File: src/rtl/tmbt_ram.sv
module tmbt_ram #(
  parameter int WIDTH = 8,
  parameter int DEPTH = 16
) (
  input  logic                                  clk,
  input  logic                                  we,
  input  logic [((DEPTH > 1) ? $clog2(DEPTH) : 1)-1:0] waddr,
  input  logic [WIDTH-1:0]                      wdata,
  input  logic [((DEPTH > 1) ? $clog2(DEPTH) : 1)-1:0] raddr,
  output logic [WIDTH-1:0]                      rdata
);

  logic [WIDTH-1:0] mem [DEPTH];

  always_ff @(posedge clk) begin
    if (we) begin
      mem[waddr] <= wdata;
    end
    rdata <= mem[raddr];
  end

endmodule

File: config.mk
export PLATFORM = sky130hd
export DESIGN_NAME = tmbt_ram
export DESIGN_NICKNAME = d
export VERILOG_FILES = /design/src/rtl/tmbt_ram.sv
export SDC_FILE = /design/constraint.sdc
export NUM_CORES = 1
export LEC_CHECK = 0
export ABC_CLOCK_PERIOD_IN_PS = 2300
export BUFFER_PORTS_ARGS = -buffer_cell sky130_fd_sc_hd__buf_4
export CELL_PAD_IN_SITES_DETAIL_PLACEMENT = 1
export CELL_PAD_IN_SITES_GLOBAL_PLACEMENT = 1
export CORE_ASPECT_RATIO = 0.5
export CORE_UTILIZATION = 36
export CTS_BUF_LIST = sky130_fd_sc_hd__clkbuf_8
export DETAILED_ROUTE_END_ITERATION = 8
export PLACE_DENSITY_LB_ADDON = 0.1
export SLEW_MARGIN = 20
export SYNTH_ARGS = -nofsm -noshare
export SYNTH_HDL_FRONTEND = slang
export SYNTH_SLANG_ARGS = --single-unit
File: constraint.sdc
create_clock -name clk -period 2.3 [get_ports clk]
set_clock_uncertainty 0.05 [all_clocks]
set_input_delay 0.23 -clock clk [delete_from_list [all_inputs] [get_ports clk]]
set_output_delay 0.23 -clock clk [all_outputs]
set_load 0.05 [all_outputs]
==> impl_metrics.csv <==
group,metric,value,unit
global_routing,antenna_found_initial,0,
finish,layout-drive-gt1-share,31.9,%
yosys,synth_nets,247,
floorplan,fp.dieW,171,µm
clock_network,cts.sinks,136,
drt,ant_nets,0,
finish,finalNetCount,303,
timing,slew_headroom,67.8,%
clock_network,ctsHtreeMaxLevel,4,
global_routing,first_global_vias,2603,
pwr,combPwrFrac,6.7,%
worst_hold_path,whs_endpoint,"mem[3][4]",
yosys,synth_edf_count,128,
drt,drtPass1Iterations,4,
critical_path,rr_endpoint,"rdata[5]",
worst_hold_path,holdPathStages,1,
finish,diodes,0,
yosys,synth_seq_area_share,77.8,%
placed_design,place_ws,335,ps
critical_path,r2r-start,"mem[2][5]",
finish,syn2layout_area_growth,18.3,%
yosys,syn_area_per_cell,22.5,µm²
yosys,synth_cell_types,19,
job,max_cap_viol_count,0,
clock_network,cts_root_buf,"clkbuf_8",
placed_design,dpl.hpwl,7290,µm
floorplan,rows,30,
critical_path,end_kind,"flop",
drt,wl_per_cell,23.3,µm
placed_design,io_buffers,25,
status,status,"finished clean",
clock_network,path_clk_slew,80,ps
critical_path,crit_type,"reg -> reg",
finish,fin_cells,490,
critical_path,rr_worst_depth,3,
timing,rsz0062_at_grt,"false",
timing,period_share,69.2,%
clock_network,clock_latency,420,ps
pwr,powerDensity,853,nW/µm²
floorplan,initial_utilization,37.5,%
floorplan,core-area,13700,µm²
yosys,syn_inst,229,
pwr,p_sw_share,21.7,%
clock_network,cts_made_buffers,17,
yosys,synth_seq_cells,136,
critical_path,arrival,1830,ps
floorplan,die_area,14800,µm²
worst_hold_path,hold_class,"in -> reg",
floorplan,die_h,86.6,µm
finish,fin_util,44.3,%
placed_design,dp_cells,458,
pwr,clockPowerShare,39.8,%
timing,setup_viol,0,
timing,maxSlewViolCount,0,
critical_path,cp-start-kind,"flop",
critical_path,reg2reg_slack,710,ps
clock_network,clock_path_buffers,2,
yosys,synth_flop_cell,"edfxtp_1",
drt,drc,0,
pwr,p_seq_share,53.6,%
clock_network,post_cts_buffers,0,
global_routing,grt_max_degree,26,
floorplan,io-pin-count,26,
timing,setup_ws,709,ps
critical_path,crit_fanout,1,
drt,vias,2449,
critical_path,crit_required,2540,ps
timing,worstMarginPinSlew,483,ps
timing,fin_hold_ws,69.7,ps
timing,hold_violations,0,
clock_network,cts_tree,"built",
pwr,p_sw,0.00113,W
yosys,async_reset_ff_share,0,%
placed_design,routabilityCongestion,0.690,
pwr,p_int,0.00407,W
clock_network,post_cts_resized,0,
timing,fin_tns_setup,0,ps
worst_hold_path,min_from,"wdata[4]",
yosys,ys_warn_count,0,
timing,fmax,628,MHz
clock_network,hold_buffers,0,
global_routing,grt_pass1_wl,17000,µm
timing,period_minus_slack,1590,ps
pwr,vdd_drop_max,0.341,mV
yosys,synth_area,5150,µm²
drt,wl,11400,µm
global_routing,grt.overflow.total,0,
drt,drt_iter0_drc,167,
drt,vias_per_cell,5.00,
global_routing,track_usage,17.2,%
pwr,p_leak,2.06,nW
-- flip-flops by register name, summed over array words and instances, names as in the netlist --
signal and flops:
rdata 8, mem 128
-- layout make-up --
type | count | area [µm²]
sequential | 136 | 4000
clock inverter | 15 | 189
tap | 192 | 240
multi-input combinational | 83 | 1060
clock buffer | 17 | 234
fill | 1321 | 7650
timing repair buffer | 47 | 365
-- per-layer routing --
| metal | global-route usage [%] | routed length [µm] | vias up |
|---|---|---|---|
| met5 | 0 | 0 | - |
| met4 | 4.55 | 56 | 0 |
| met3 | 4.57 | 384 | 4 |
| met2 | 25.5 | 5160 | 49 |
| met1 | 25.3 | 5810 | 1315 |
| li1 | - | - | 1081 |
-- cells in the mapped netlist (2+ instances only) --
master	number	share of area, %
nand2b_1	2	0.24
edfxtp_1	128	75
nand2_1	9	0.66
clkdlybuf4s25_2	3	0.58
dfxtp_1	8	3.1
mux4_1	14	7.1
nor3_1	4	0.39
nand3b_1	2	0.29
a22oi_1	16	2.3
buf_2	3	0.29
nor2_1	13	0.95
mux4_2	18	7.9
buf_6	3	0.66
-- per-stage QoR --
| step | cell area (µm²) | power [W] |
|---|---|---|
| 6_report | 6090 | 0.00519 |
| 5_1_grt | 6090 | 0.00537 |
| 2_1_floorplan | 5150 | 0.00303 |
| 4_1_cts | 6090 | 0.00526 |
| 3_3_place_gp | 5670 | 0.00318 |
| 3_5_place_dp | 5670 | 0.00319 |
-- worst max path at each step --
stage	startpoint	to	slack, ps	cells after the start
floorplan	waddr[2]	mem[0][0]	530	2
global placement	raddr[0]	rdata[3]	400	5
detailed placement	raddr[0]	rdata[4]	330	5
CTS	mem[2][5]	rdata[5]	720	3
global route	mem[2][5]	rdata[5]	640	3
finish	mem[2][5]	rdata[5]	710	3
-- cells in the final DEF (no fill, tap or decap), drive strengths merged, types with 2 or more instances in the layout --
master / count
bufinv: 4
a22oi: 16
dfxtp: 8
edfxtp: 128
buf: 47
nand2b: 2
nor3: 4
nand2: 9
nor2: 13
nand3b: 2
clkinv: 7
inv: 3
mux4: 32
clkbuf: 17
-- worst max-delay path: stages, from the launching register on --
cell,delay (ps)
edfxtp_1,370
mux4_1,490
a22oi_1,440
nand2_1,110
-- power by group through the flow --
stage	Combinational [W]	Sequential [W]	Clock, W
2_1_floorplan	0.000141	0.00289	0
3_3_place_gp	0.000345	0.00284	0
3_5_place_dp	0.000353	0.00284	0
4_1_cts	0.000354	0.00278	0.00212
5_1_grt	0.000372	0.00279	0.00222
6_report	0.000346	0.00278	0.00207
-- logic make-up (layout without fill, tap and decap cells) --
| group | count (synthesis) | after routing | share of synthesized area, % |
|---|---|---|---|
| AOI/OAI and AO/OA | 16 | 16 | 2.33 |
| buffers and inverters | 10 | 79 | 1.68 |
| DFF | 136 | 136 | 77.8 |
| muxes | 32 | 32 | 15.0 |
| and+or+nand+nor | 35 | 35 | 3.18 |
(Power assumes the default switching activity.)
